===== src/rtl/fsot_pkg.sv =====
// Package for the first-free slot owner table: sizes, operation and status codes,
// register indexes and the command/status structs between controller and datapath.
// Depends on nothing; fsot_if, fsot_ctrl, fsot_dp and the top level all use it.
package fsot_pkg;

    localparam int SLOTS      = 64;
    localparam int OWNER_BITS = 16;
    localparam int FIELD_W    = 7;                 // slot numbers, counts, capacity
    localparam int IDX_W      = $clog2(SLOTS);     // index into the owner store
    localparam int APB_AW     = 3;
    localparam int APB_DW     = 32;

    localparam logic REG_CAPACITY = 1'b0;          // register index, paddr[2]
    localparam logic [FIELD_W-1:0] CAP_RESET = FIELD_W'(64);

    typedef enum logic [1:0] {
        OP_RESERVE = 2'd0,
        OP_RELEASE = 2'd1,
        OP_QUERY   = 2'd2,
        OP_CLEAR   = 2'd3
    } t_op;

    typedef enum logic [1:0] {
        STS_OK       = 2'd0,
        STS_BAD      = 2'd1,
        STS_FULL     = 2'd2,
        STS_WAS_FREE = 2'd3
    } t_status;

    typedef struct packed {
        logic accept;      // latch the request and start the store read
        logic finish;      // apply the operation and load the result register
        logic cfg_clear;   // capacity written: empty the table
    } t_dp_cmd;

    typedef struct packed {
        logic out_free;    // result register empty or being drained this cycle
    } t_dp_sts;

endpackage


===== src/rtl/fsot_if.sv =====
// Request and result channel interfaces of the slot owner table.
// Depends on fsot_pkg for field widths.
interface fsot_req_if;
    logic                            valid;
    logic                            ready;
    logic [1:0]                      op;
    logic [fsot_pkg::OWNER_BITS-1:0] owner_id;
    logic [fsot_pkg::FIELD_W-1:0]    slot_number;

    modport source (output valid, output op, output owner_id, output slot_number,
                    input ready);
    modport sink   (input valid, input op, input owner_id, input slot_number,
                    output ready);
endinterface

interface fsot_rsp_if;
    logic                            valid;
    logic                            ready;
    logic [1:0]                      status;
    logic [fsot_pkg::FIELD_W-1:0]    slot_given;
    logic [fsot_pkg::OWNER_BITS-1:0] owner_out;
    logic [fsot_pkg::FIELD_W-1:0]    free_count;
    logic [fsot_pkg::FIELD_W-1:0]    used_count;

    modport source (output valid, output status, output slot_given, output owner_out,
                    output free_count, output used_count, input ready);
    modport sink   (input valid, input status, input slot_given, input owner_out,
                    input free_count, input used_count, output ready);
endinterface


===== src/rtl/fsot_ram.sv =====
// Generic single-write, single-read RAM with registered read data.
// Self-contained; used for the owner store.
module fsot_ram #(
    parameter int WIDTH = 16,
    parameter int DEPTH = 64
) (
    input  logic                     i_clk,
    input  logic                     i_we,
    input  logic [$clog2(DEPTH)-1:0] i_waddr,
    input  logic [WIDTH-1:0]         i_wdata,
    input  logic                     i_re,
    input  logic [$clog2(DEPTH)-1:0] i_raddr,
    output logic [WIDTH-1:0]         o_rdata
);
    logic [WIDTH-1:0] r_mem [DEPTH];
    logic [WIDTH-1:0] r_rdata;

    always_ff @(posedge i_clk) begin
        if (i_we) begin
            r_mem[i_waddr] <= i_wdata;
        end
        if (i_re) begin
            r_rdata <= r_mem[i_raddr];
        end
    end

    assign o_rdata = r_rdata;
endmodule


===== src/rtl/fsot_ctrl.sv =====
// Controller of the slot owner table: a two-state sequencer that takes a request,
// then applies it once the result register can take the answer. Depends on fsot_pkg.
module fsot_ctrl (
    input  logic              i_clk,
    input  logic              i_rst_n,
    input  logic              i_in_valid,
    output logic              o_in_ready,
    input  fsot_pkg::t_dp_sts i_sts,
    output fsot_pkg::t_dp_cmd o_cmd
);
    import fsot_pkg::*;

    typedef enum logic [1:0] {
        ST_IDLE = 2'b01,
        ST_EXEC = 2'b10
    } t_state;

    t_state r_state;
    t_state n_state;
    logic   accept;
    logic   finish;

    always_comb begin
        n_state    = r_state;
        o_in_ready = 1'b0;
        accept     = 1'b0;
        finish     = 1'b0;
        unique case (r_state)
            ST_IDLE: begin
                o_in_ready = 1'b1;
                if (i_in_valid) begin
                    accept  = 1'b1;
                    n_state = ST_EXEC;
                end
            end
            ST_EXEC: begin
                // Store read data is ready here; wait only for room in the result register.
                if (i_sts.out_free) begin
                    finish  = 1'b1;
                    n_state = ST_IDLE;
                end
            end
            default: begin
                n_state = ST_IDLE;
            end
        endcase
    end

    always_ff @(posedge i_clk) begin
        if (!i_rst_n) begin
            r_state <= ST_IDLE;
        end else begin
            r_state <= n_state;
        end
    end

    assign o_cmd.accept    = accept;
    assign o_cmd.finish    = finish;
    assign o_cmd.cfg_clear = 1'b0;
endmodule


===== src/rtl/fsot_dp.sv =====
// Datapath of the slot owner table: request registers, occupancy map, counters,
// first-free search, owner store and result register. Depends on fsot_pkg, fsot_ram.
module fsot_dp (
    input  logic                            i_clk,
    input  logic                            i_rst_n,
    input  fsot_pkg::t_dp_cmd               i_cmd,
    output fsot_pkg::t_dp_sts               o_sts,
    input  logic [fsot_pkg::FIELD_W-1:0]    i_eff_cap,
    input  logic [1:0]                      i_op,
    input  logic [fsot_pkg::OWNER_BITS-1:0] i_owner_id,
    input  logic [fsot_pkg::FIELD_W-1:0]    i_slot_number,
    input  logic                            i_out_ready,
    output logic                            o_out_valid,
    output logic [1:0]                      o_status,
    output logic [fsot_pkg::FIELD_W-1:0]    o_slot_given,
    output logic [fsot_pkg::OWNER_BITS-1:0] o_owner_out,
    output logic [fsot_pkg::FIELD_W-1:0]    o_free_count,
    output logic [fsot_pkg::FIELD_W-1:0]    o_used_count
);
    import fsot_pkg::*;

    t_op                   r_op;
    logic [OWNER_BITS-1:0] r_owner;
    logic [FIELD_W-1:0]    r_slot;
    logic [SLOTS-1:0]      r_map;
    logic [SLOTS-1:0]      n_map;
    logic [FIELD_W-1:0]    r_free;
    logic [FIELD_W-1:0]    n_free;
    logic [FIELD_W-1:0]    r_used;
    logic [FIELD_W-1:0]    n_used;
    logic                  r_out_valid;
    t_status               r_status;
    t_status               n_status;
    logic [FIELD_W-1:0]    r_given;
    logic [FIELD_W-1:0]    n_given;
    logic [OWNER_BITS-1:0] r_owner_out;
    logic [OWNER_BITS-1:0] n_owner_out;

    logic [SLOTS-1:0]      cap_mask;
    logic [SLOTS-1:0]      free_vec;
    logic [SLOTS-1:0]      lowest;
    logic [IDX_W-1:0]      free_idx;
    logic                  any_free;
    logic [IDX_W-1:0]      req_idx;
    logic                  slot_ok;
    logic                  owned;
    logic [OWNER_BITS-1:0] rd_data;
    logic [FIELD_W-1:0]    in_slot_m1;
    logic                  ram_we;

    // Slots 1..capacity are usable; the lowest free one is isolated with x & -x.
    always_comb begin
        for (int i = 0; i < SLOTS; i++) begin
            cap_mask[i] = (FIELD_W'(i) < i_eff_cap);
        end
        free_vec = ~r_map & cap_mask;
        lowest   = free_vec & (~free_vec + SLOTS'(1));
        any_free = |free_vec;
        free_idx = '0;
        for (int b = 0; b < IDX_W; b++) begin
            for (int i = 0; i < SLOTS; i++) begin
                if (((i >> b) & 1) == 1) begin
                    free_idx[b] = free_idx[b] | lowest[i];
                end
            end
        end
    end

    assign in_slot_m1 = i_slot_number - FIELD_W'(1);
    assign req_idx    = IDX_W'(r_slot - FIELD_W'(1));
    assign slot_ok    = (r_slot != '0) && (r_slot <= i_eff_cap);
    assign owned      = r_map[req_idx];
    assign ram_we     = i_cmd.finish && (r_op == OP_RESERVE) && (r_owner != '0) && any_free;

    fsot_ram #(
        .WIDTH (OWNER_BITS),
        .DEPTH (SLOTS)
    ) u_store (
        .i_clk   (i_clk),
        .i_we    (ram_we),
        .i_waddr (free_idx),
        .i_wdata (r_owner),
        .i_re    (i_cmd.accept),
        .i_raddr (IDX_W'(in_slot_m1)),
        .o_rdata (rd_data)
    );

    always_comb begin
        n_map       = r_map;
        n_free      = r_free;
        n_used      = r_used;
        n_status    = STS_OK;
        n_given     = '0;
        n_owner_out = '0;
        case (r_op)
            OP_RESERVE: begin
                if (r_owner == '0) begin
                    n_status = STS_BAD;
                end else if (!any_free) begin
                    n_status = STS_FULL;
                end else begin
                    n_map    = r_map | lowest;
                    n_used   = r_used + FIELD_W'(1);
                    n_free   = r_free - FIELD_W'(1);
                    n_given  = FIELD_W'(free_idx) + FIELD_W'(1);
                end
            end
            OP_CLEAR: begin
                n_map  = '0;
                n_free = i_eff_cap;
                n_used = '0;
            end
            default: begin
                if (!slot_ok) begin
                    n_status = STS_BAD;
                end else if (r_op == OP_RELEASE) begin
                    if (owned) begin
                        n_owner_out      = rd_data;
                        n_map[req_idx]   = 1'b0;
                        n_used           = r_used - FIELD_W'(1);
                        n_free           = r_free + FIELD_W'(1);
                    end else begin
                        n_status = STS_WAS_FREE;
                    end
                end else if (owned) begin
                    n_owner_out = rd_data;
                end
            end
        endcase
    end

    always_ff @(posedge i_clk) begin
        if (i_cmd.accept) begin
            r_op    <= t_op'(i_op);
            r_owner <= i_owner_id;
            r_slot  <= i_slot_number;
        end
        if (i_cmd.finish) begin
            r_status    <= n_status;
            r_given     <= n_given;
            r_owner_out <= n_owner_out;
        end
    end

    always_ff @(posedge i_clk) begin
        if (!i_rst_n) begin
            r_map       <= '0;
            r_free      <= CAP_RESET;
            r_used      <= '0;
            r_out_valid <= 1'b0;
        end else begin
            if (i_cmd.cfg_clear) begin
                r_map  <= '0;
                r_free <= i_eff_cap;
                r_used <= '0;
            end else if (i_cmd.finish) begin
                r_map  <= n_map;
                r_free <= n_free;
                r_used <= n_used;
            end
            if (i_cmd.finish) begin
                r_out_valid <= 1'b1;
            end else if (i_out_ready) begin
                r_out_valid <= 1'b0;
            end
        end
    end

    // Counts are taken after the operation, so they are latched with the result.
    logic [FIELD_W-1:0] r_free_out;
    logic [FIELD_W-1:0] r_used_out;

    always_ff @(posedge i_clk) begin
        if (i_cmd.finish) begin
            r_free_out <= n_free;
            r_used_out <= n_used;
        end
    end

    assign o_sts.out_free = !r_out_valid || i_out_ready;
    assign o_out_valid    = r_out_valid;
    assign o_status       = r_status;
    assign o_slot_given   = r_given;
    assign o_owner_out    = r_owner_out;
    assign o_free_count   = r_free_out;
    assign o_used_count   = r_used_out;
endmodule


===== src/rtl/first_free_slot_owner_table_top.sv =====
// First-free slot owner table, top level. Depends on fsot_pkg, fsot_if, fsot_ctrl, fsot_dp.
// A request is registered on acceptance, together with the read of the owner store; the
// result is registered once the result register has room, and a new request is taken only
// after the previous one has been applied, as the controller waits in its execute state.
// Reset (synchronous, active low) empties the table, sets capacity to 64 and clears the
// result valid flag; no clearing pass is needed, the occupancy map gates store read data.
module first_free_slot_owner_table_top (
    input  logic                          i_clk,
    input  logic                          i_rst_n,
    fsot_req_if.sink                      i_req,
    fsot_rsp_if.source                    o_rsp,
    input  logic                          psel,
    input  logic                          penable,
    input  logic                          pwrite,
    input  logic [fsot_pkg::APB_AW-1:0]   paddr,
    input  logic [fsot_pkg::APB_DW-1:0]   pwdata,
    output logic [fsot_pkg::APB_DW-1:0]   prdata,
    output logic                          pready
);
    import fsot_pkg::*;

    // Capacity register. Its stored value is read back as written; the value the
    // table actually uses saturates at the number of physical slots.
    logic [FIELD_W-1:0] r_capacity;
    logic [FIELD_W-1:0] eff_cap;
    logic               cfg_write;
    t_dp_cmd            ctrl_cmd;
    t_dp_cmd            dp_cmd;
    t_dp_sts            dp_sts;

    // Writes complete in the access phase; pready is tied high so no wait states.
    assign pready    = 1'b1;
    assign cfg_write = psel && penable && pwrite && (paddr[2] == REG_CAPACITY);
    assign prdata    = (paddr[2] == REG_CAPACITY) ? APB_DW'(r_capacity) : '0;

    always_ff @(posedge i_clk) begin
        if (!i_rst_n) begin
            r_capacity <= CAP_RESET;
        end else if (cfg_write) begin
            r_capacity <= pwdata[FIELD_W-1:0];
        end
    end

    assign eff_cap = (r_capacity > FIELD_W'(SLOTS)) ? FIELD_W'(SLOTS) : r_capacity;

    // A capacity write also empties the table; the datapath sees it as one more command.
    // The new capacity is already in place when the clear is applied in the following cycle;
    // the user must write configuration only while the block is idle; it does not enforce this.
    logic r_cfg_clear;

    always_ff @(posedge i_clk) begin
        if (!i_rst_n) begin
            r_cfg_clear <= 1'b0;
        end else begin
            r_cfg_clear <= cfg_write;
        end
    end

    always_comb begin
        dp_cmd           = ctrl_cmd;
        dp_cmd.cfg_clear = r_cfg_clear;
    end

    fsot_ctrl u_ctrl (
        .i_clk      (i_clk),
        .i_rst_n    (i_rst_n),
        .i_in_valid (i_req.valid),
        .o_in_ready (i_req.ready),
        .i_sts      (dp_sts),
        .o_cmd      (ctrl_cmd)
    );

    fsot_dp u_dp (
        .i_clk         (i_clk),
        .i_rst_n       (i_rst_n),
        .i_cmd         (dp_cmd),
        .o_sts         (dp_sts),
        .i_eff_cap     (eff_cap),
        .i_op          (i_req.op),
        .i_owner_id    (i_req.owner_id),
        .i_slot_number (i_req.slot_number),
        .i_out_ready   (o_rsp.ready),
        .o_out_valid   (o_rsp.valid),
        .o_status      (o_rsp.status),
        .o_slot_given  (o_rsp.slot_given),
        .o_owner_out   (o_rsp.owner_out),
        .o_free_count  (o_rsp.free_count),
        .o_used_count  (o_rsp.used_count)
    );
endmodule

===== src/flat_wrapper.sv =====
// flat-port wrapper written by rule: the top's interface ports become plain ports
module first_free_slot_owner_table_top_flat import fsot_pkg::*;
  (i_clk, i_rst_n, psel, penable, pwrite, paddr, pwdata, prdata, pready, i_req_valid, i_req_op, i_req_owner_id, i_req_slot_number, i_req_ready, o_rsp_valid, o_rsp_status, o_rsp_slot_given, o_rsp_owner_out, o_rsp_free_count, o_rsp_used_count, o_rsp_ready);
  fsot_req_if i_req_i ();
  fsot_rsp_if o_rsp_i ();
  input  logic i_clk;
  input  logic i_rst_n;
  input  logic psel;
  input  logic penable;
  input  logic pwrite;
  input  logic [fsot_pkg::APB_AW-1:0] paddr;
  input  logic [fsot_pkg::APB_DW-1:0] pwdata;
  output logic [fsot_pkg::APB_DW-1:0] prdata;
  output logic pready;
  input wire logic [$bits(i_req_i.valid)-1:0] i_req_valid;
  input wire logic [$bits(i_req_i.op)-1:0] i_req_op;
  input wire logic [$bits(i_req_i.owner_id)-1:0] i_req_owner_id;
  input wire logic [$bits(i_req_i.slot_number)-1:0] i_req_slot_number;
  output wire logic [$bits(i_req_i.ready)-1:0] i_req_ready;
  output wire logic [$bits(o_rsp_i.valid)-1:0] o_rsp_valid;
  output wire logic [$bits(o_rsp_i.status)-1:0] o_rsp_status;
  output wire logic [$bits(o_rsp_i.slot_given)-1:0] o_rsp_slot_given;
  output wire logic [$bits(o_rsp_i.owner_out)-1:0] o_rsp_owner_out;
  output wire logic [$bits(o_rsp_i.free_count)-1:0] o_rsp_free_count;
  output wire logic [$bits(o_rsp_i.used_count)-1:0] o_rsp_used_count;
  input wire logic [$bits(o_rsp_i.ready)-1:0] o_rsp_ready;
  assign i_req_i.valid = i_req_valid;
  assign i_req_i.op = i_req_op;
  assign i_req_i.owner_id = i_req_owner_id;
  assign i_req_i.slot_number = i_req_slot_number;
  assign i_req_ready = i_req_i.ready;
  assign o_rsp_valid = o_rsp_i.valid;
  assign o_rsp_status = o_rsp_i.status;
  assign o_rsp_slot_given = o_rsp_i.slot_given;
  assign o_rsp_owner_out = o_rsp_i.owner_out;
  assign o_rsp_free_count = o_rsp_i.free_count;
  assign o_rsp_used_count = o_rsp_i.used_count;
  assign o_rsp_i.ready = o_rsp_ready;
  first_free_slot_owner_table_top u_core (.i_clk(i_clk), .i_rst_n(i_rst_n), .i_req(i_req_i), .o_rsp(o_rsp_i), .psel(psel), .penable(penable), .pwrite(pwrite), .paddr(paddr), .pwdata(pwdata), .prdata(prdata), .pready(pready));
endmodule

===== config.mk =====
export PLATFORM = sky130hd
export DESIGN_NAME = first_free_slot_owner_table_top_flat
export DESIGN_NICKNAME = d
export VERILOG_FILES = /design/src/rtl/fsot_pkg.sv /design/src/rtl/fsot_if.sv /design/src/rtl/fsot_ram.sv /design/src/rtl/fsot_ctrl.sv /design/src/rtl/fsot_dp.sv /design/src/rtl/first_free_slot_owner_table_top.sv /design/src/flat_wrapper.sv
export SDC_FILE = /design/constraint.sdc
export NUM_CORES = 2
export LEC_CHECK = 0
export BUFFER_PORTS_ARGS = -buffer_cell sky130_fd_sc_hd__buf_4
export CAP_MARGIN = 20
export CORE_MARGIN = 2
export CORE_UTILIZATION = 35
export CTS_BUF_LIST = sky130_fd_sc_hd__clkbuf_8
export DETAILED_ROUTE_END_ITERATION = 10
export GPL_ROUTABILITY_DRIVEN = 1
export RECOVER_POWER = 100
export REMOVE_ABC_BUFFERS = 1
export SYNTH_ARGS = -nofsm -noshare
export SYNTH_HDL_FRONTEND = slang
export SYNTH_SLANG_ARGS = --single-unit

===== constraint.sdc =====
create_clock -name i_clk -period 4.25 [get_ports i_clk]
set_clock_uncertainty 0.1 [all_clocks]
set_input_delay 0.425 -clock i_clk [delete_from_list [all_inputs] [get_ports i_clk]]
set_output_delay 0.425 -clock i_clk [all_outputs]
set_load 0.05 [all_outputs]

== Word-level counts from Yosys, hierarchy flattened ==
Memory sizes are Yosys's and may differ from the RTL's. A register that Yosys moved wholly into a read port is not among the register bits.
Index checks and enable logic that the tools add are counted.

* Bits in registers: 153
* Memory bits (writable): 1024
* Input bits: 67
* Output and inout bits: 74
* Word-level logic and storage cells: 368
* Memories: 1

* Add/subtract/negate cells: 8
* Order comparisons: 68
* Eq/ne operators: 8
* Multiplexer cells: 44
* Bitwise gates (word level): 199
* Reduce and logical (&&, ||, !) cells: 25

{| class="wikitable"
|+ Memories
! memory !! depth !! width !! rd ports !! clocked after Yosys merged registers in !! write ports !! RTL line !! text
|-
| u_core.u_dp.u_store.r_mem || 64 || 16 || 1 || 1 || 1 || fsot_ram.sv:15 || <nowiki>logic [WIDTH-1:0] r_mem [DEPTH];</nowiki>
|}

{| class="wikitable"
|+ Operators by type and width
! cell !! number
|-
| $mux W64 || 5
|-
| $lt A6 B7 Y1 const A || 32
|-
| $and A64 B64 Y64 || 3
|-
| $not A64 Y64 || 3
|-
| $or A1 B1 Y1 || 186
|-
| $pmux W64 S2 || 1
|-
| $lt A5 B7 Y1 const A || 16
|-
| $mux W7 || 14
|-
| $add A64 B1 Y64 const B || 1
|-
| $or A64 B64 Y64 || 1
|-
| $reduce_or A64 Y1 || 1
|-
| $lt A4 B7 Y1 const A || 8
|-
| $lt A3 B7 Y1 const A || 4
|-
| $pmux W7 S2 || 2
|-
| $logic_not A16 Y1 || 1
|-
| $reduce_bool A16 Y1 || 1
|-
| $add A7 B1 Y7 const B || 2
|-
| $lt A1 B7 Y1 const A || 2
|-
| $lt A2 B7 Y1 const A || 2
|-
| $mux W2 || 7
|-
| $sub A7 B1 Y7 const B || 2
|-
| $sub A6 B1 Y6 const B || 2
|-
| $mux W1 || 11
|-
| $reduce_bool A3 Y1 || 3
|-
| other kinds (24) || 42
|}

== Depth between registers and ports, before layout ==
* Word-level depth: 39
* Mapped depth: 19
* Mapped depth without buffers: 15

== Cells and area by module ==
From an unflattened synthesis, not the netlist that was laid out.

* Cell total of the unflattened synthesis: 3199
* Area, all modules: 51371.8 µm²

{| class="wikitable"
|+ By module, submodules not included
! module !! times used !! cells an instance !! area an instance (µm²)
|-
| fsot_ram || 1 || 1829 || 40202.3
|-
| fsot_dp || 1 || 1282 || 10427.5
|-
| first_free_slot_owner_table_top || 1 || 75 || 625.6
|-
| fsot_ctrl || 1 || 13 || 116.4
|}

== Least setup slack after synthesis ==
Ideal clock, no wire load.

* Path type: input to register
* Start point: input port i_req_slot_number[0]
* End point: register u_core.u_dp.u_store.r_rdata[0], in the netlist u_core.u_dp.u_store.o_rdata[0], read port of u_core.u_dp.u_store.r_mem (data pin)
* Library setup time: 0.272 ns
* Data arrival time: 4.195 ns
* Setup slack: -0.317 ns
* Stages: 9
* Cells stage by stage: clkbuf_1 buf_1 clkbuf_1 inv_1 ha_1 xnor2_1 clkbuf_1 mux4_2 mux4_2

* Cells in the longest elaborated chain, start to end: 1

{| class="wikitable"
|+ RTL lines
! item !! RTL line !! text
|-
| start: declaration || flat_wrapper.sv:18 || <nowiki>input wire logic [$bits(i_req_i.slot_number)-1:0] i_req_slot_number;</nowiki>
|-
| $sub A6 B1 Y6 || fsot_dp.sv:69 || <nowiki>assign in_slot_m1 = i_slot_number - FIELD_W'(1);</nowiki>
|-
| end: declaration || fsot_ram.sv:16 || <nowiki>logic [WIDTH-1:0] r_rdata;</nowiki>
|}

No other way between the ends.
A chain may end at the register's enable or synchronous reset.

== Final worst setup path ==
* Start point: register u_core.r_capacity[6]
* End point: memory u_core.u_dp.u_store.r_mem[26][15], enable pin

* Cells in the longest elaborated chain, start to end: 38

{| class="wikitable"
|+ RTL lines
! item !! RTL line !! text
|-
| start: declaration || first_free_slot_owner_table_top.sv:24 || <nowiki>logic [FIELD_W-1:0] r_capacity;</nowiki>
|-
| start signal: assignment || first_free_slot_owner_table_top.sv:40 || <nowiki>r_capacity <= pwdata[FIELD_W-1:0];</nowiki>
|-
| $gt A7 B7 Y1 || first_free_slot_owner_table_top.sv:44 || <nowiki>assign eff_cap = (r_capacity > FIELD_W'(SLOTS)) ? FIELD_W'(SLOTS) : r_capacity;</nowiki>
|-
| $mux W7 * || first_free_slot_owner_table_top.sv:44 ||
|-
| $lt A1 B7 Y1 (tied with other cells) || fsot_dp.sv:54 || <nowiki>cap_mask[i] = (FIELD_W'(i) < i_eff_cap);</nowiki>
|-
| $and A64 B64 Y64 * || fsot_dp.sv:56 || <nowiki>free_vec = ~r_map & cap_mask;</nowiki>
|-
| $not A64 Y64 || fsot_dp.sv:57 || <nowiki>lowest = free_vec & (~free_vec + SLOTS'(1));</nowiki>
|-
| $add A64 B1 Y64 || fsot_dp.sv:57 ||
|-
| $and A64 B64 Y64 || fsot_dp.sv:57 ||
|-
| $or A1 B1 Y1 (31 in a row) || fsot_dp.sv:63 || <nowiki>free_idx[b] = free_idx[b] | lowest[i];</nowiki>
|-
| end: declaration || fsot_ram.sv:15 ||
|}

Every way passes the cells marked *; elsewhere a longest branch is shown, timed or not.

==> results.md <==
* Asr flop ratio synth at 0%
* Total power at 25.0 mW
* DP Wirelength at 106,000 um
* Failing checks: max-capacitance violations, max-slew violations, negative setup slack
* Xor/xnor cell area share of the yosys netlist at 0.276%
* Vias in the first global route at 31,300
* Syn avg cell area at 17.4 um2
* Synth Area in Compound Gates at 6.11%
* Crit end category: flip-flop
* Critical path required time at 4.75 ns
* Cell Area, Synth at 50,900 um2
* Total CTS buffers at 193
* Setup TNS at -230.47 ns
* Crit start category: flip-flop
* Most numerous cell in the Yosys netlist: edfxtp_1
* First-pass GRT wire length at 225,000 um
* Main flop type after synthesis: edfxtp_1
* Yosys top cell by area: edfxtp_1
* DR vias/cell at 5.58
* Non-filler cells, final at 5,778
* Yosys top cell area share at 65.2%
* # fillers at 12,600
* Share of cells above drive strength 1 at 37.2%
* Launch point of the worst path: u_core.r_capacity[6]$_SDFFE_PN1P_
* Longest Clk Path Bufs at 3
* Worst-Margin Slew at 3.49 ns
* Synth Register Bits at 1,193
* Final nets at 3,798
* Core area at 144,000 um2
* H-tree depth at 4
* Final min period at 4.56 ns
* Final setup viols at 1,078
* Worst R2R Setup Slack at -0.31 ns
* Clk Latency, worst-skew pair at 0.93 ns
* Worst Path Max Fanout at 8
* Period utilization at 107%
* Total Routing Usage GR at 21.1%
* Worst slew margin at -133%
* Row Count at 139
* Die X-Extent at 385 um
* Synth top cells by count: edfxtp_1 (1,104), mux4_2 (344), nor2_1 (164), nand2_1 (134), a21oi_1 (120)
* Gr ovfl total at 0
* CTS tree: yes
* Die H at 385 um
* Status: complete, but fails checks
* Final Max Tran Viols at 867
* Fmax at 219 MHz
* Min-Delay Path Class: input port to flip-flop
* YS warnings at 0
* Synth top area cells: edfxtp_1 (65%), mux4_2 (15%), dfxtp_1 (3.5%)
* Post-synthesis sequential area ratio at 68.7%
* Placed cell count at 5,321
* Worst r2r src: u_core.r_capacity[6]$_SDFFE_PN1P_
* Maximum vdd drop at 0.226 mV
* Post-synth EDFFs at 1,104
* PD cells at 391 nW/um2
* Crit path arrival time at 5.07 ns
* Post-synthesis simple-gate area fraction at 6.79%
* # DRC at 0
* Detailed Routing Iterations Pass 1 at 7
* Area Growth Syn to Fin at 25.9%
* Post-synthesis mux area share at 15.4%
* Routed vias at 32,300
* Final GP Congestion at 1.02
* Routed Antenna Nets at 0
* Initial Util at 35.3%
* Critical path class: flip-flop to flip-flop
* Unrepaired setup endpoints after global routing: yes
* Initial antenna violation count at 9
* Syn Inst Count at 2,931
* PnR worst setup slack at -0.315 ns
* Final WL at 159,000 um
* Clock root cell: clkbuf_8
* Combinational family with the most area after synthesis: multiplexers
* Placement Setup Slack at -1.12 ns
* Initial drt markers at 4,192
* Clk slew on worst S/H paths at 0.06 ns
* Wire length per cell at 27.4 um
* # clock sinks at 1,193
* Maxcap violations at 14
* # IOs at 141
* PortBufs at 87
* P_leak at 21.3 nW
* Largest net degree at the start of global routing at 65
* Die Footprint at 148,000 um2
* Synth Area in Adders at 0.467%
* Final hold viol count at 0
* Post-synth cell types at 105
* Hold_sp: i_req_owner_id[3]
kinds of logic (layout without fill, tap and decap cells):
group,after synthesis,in the layout
and+or+nand+nor,632,632
xor gates and xnor gates,13,13
AOI/OAI and AO/OA,468,468
buffers and inverters,251,1168
DFF,1193,1193
adders and majority gates,19,19
muxes,353,353
other,2,29
cell usage in the layout, fill, tap and decap left out, types with 20 or more instances in the layout:
cell type      instances
a211oi_1              36
a21oi_1              106
a311oi_1              22
a31oi_1               48
and3_1                30
buf_12                93
buf_4                483
buf_6                 22
clkbuf_1              71
clkbuf_8             197
clkinv_1              48
clkinv_2              22
conb_1                26
dfxtp_1               82
dlygate4sd3_1         48
edfxtp_1            1104
inv_1                112
mux4_2               344
nand2_1              131
nand3_1               37
nor2_1                96
nor2_2                41
nor2_4                28
nor3_1                58
o211ai_1              20
o21ai_0               94
critical path: stages, from the launching register on:
cell and delay [ns]:
dfxtp_4 0.37, buf_6 0.13, nor4_4 0.25, buf_4 0.19
a21oi_4 0.07, a2111oi_4 0.55, nand4_2 0.24, nor4_4 0.35
buf_6 0.18, buf_8 0.14, nand2_4 0.08, nor3b_4 0.33
a2111oi_1 0.13, nand4_2 0.12, nor3b_4 0.23, buf_12 0.19
nand2_8 0.17, nor2_4 0.25, buf_12 0.16
final cells by class:
cell class	count	area (um2)	area share (%)
timing repair buffer	761	6950	10.9
inverter	52	195	0.305
antenna	3	7.51	0.0117
tap	1903	2380	3.72
clock buffer	197	2710	4.24
sequential	1193	35000	54.6
multi-input combinational	1511	15700	24.6
clock inverter	158	1070	1.68
sequential cells by signal (all words and copies together) (netlist names):
name,count
u_core.u_dp.o_used_count,7
u_core.u_dp.o_owner_out,16
u_core.u_dp.o_free_count,7
u_core.u_dp.r_map,64
u_core.r_capacity,7
u_core.u_ctrl.r_state,2
u_core.u_dp.r_used,7
u_core.u_dp.r_free,7
u_core.u_dp.r_owner,16
u_core.u_dp.u_store.r_mem,1024
u_core.u_dp.o_slot_given,7
u_core.u_dp.r_op,2
u_core.u_dp.r_slot,7
u_core.u_dp.o_status,2
u_core.u_dp.u_store.o_rdata,16
u_core.r_cfg_clear,1
u_core.u_dp.o_out_valid,1
through the flow:
| step | util [%] | cell area (um2) | hold WS (ns) |
|---|---|---|---|
| after floorplan | - | 50000 | 0.373 |
| after global placement | 40.8 | 58800 | 0.388 |
| after detailed placement | 40.8 | 58800 | 0.400 |
| after CTS | 44.2 | 63600 | 0.00437 |
| after global routing | 44.4 | 64000 | 0.0703 |
| final | 44.4 | 64000 | 0.136 |
power by group:
part	leakage (nW)	internal [mW]	total [mW]	switching, mW
Combinational	8.46	0.851	2.26	1.41
Sequential	10.7	12.9	13.0	0.0438
Clock	2.16	5.02	9.79	4.78
Total	21.3	18.8	25.0	6.23
per-layer routing:
metal	share of wire [%]	GRT usage, %
met4	3.0	7.15
met5	0.0095	0
met1	44	30.9
met3	8.5	4.33
met2	45	31.2
worst paths after layout:
kind	endpoint	cells after the start
setup / recovery	u_core.u_dp.u_store.r_mem[26][15]$_DFFE_PP_	18
hold reg to reg	u_core.u_dp.r_used[6]$_SDFFE_PP0P_	1
hold / removal	u_core.u_dp.r_owner[3]$_DFFE_PP_	2
setup reg to reg	u_core.u_dp.u_store.r_mem[26][15]$_DFFE_PP_	18
timing repair:
| action | 4_1_cts | 5_1_grt |
|---|---|---|
| hold buffers | 48 | 0 |
| endpoints found under the hold margin | 37 | 0 |
| buffers inserted | 25 | 19 |
| gates cloned | 1 | 8 |
| pin swaps | 23 | 32 |
| endpoints found under the setup margin | 1112 | 1110 |
| gates resized for setup | 88 | 83 |
Power figures use the tool's default switching activity.
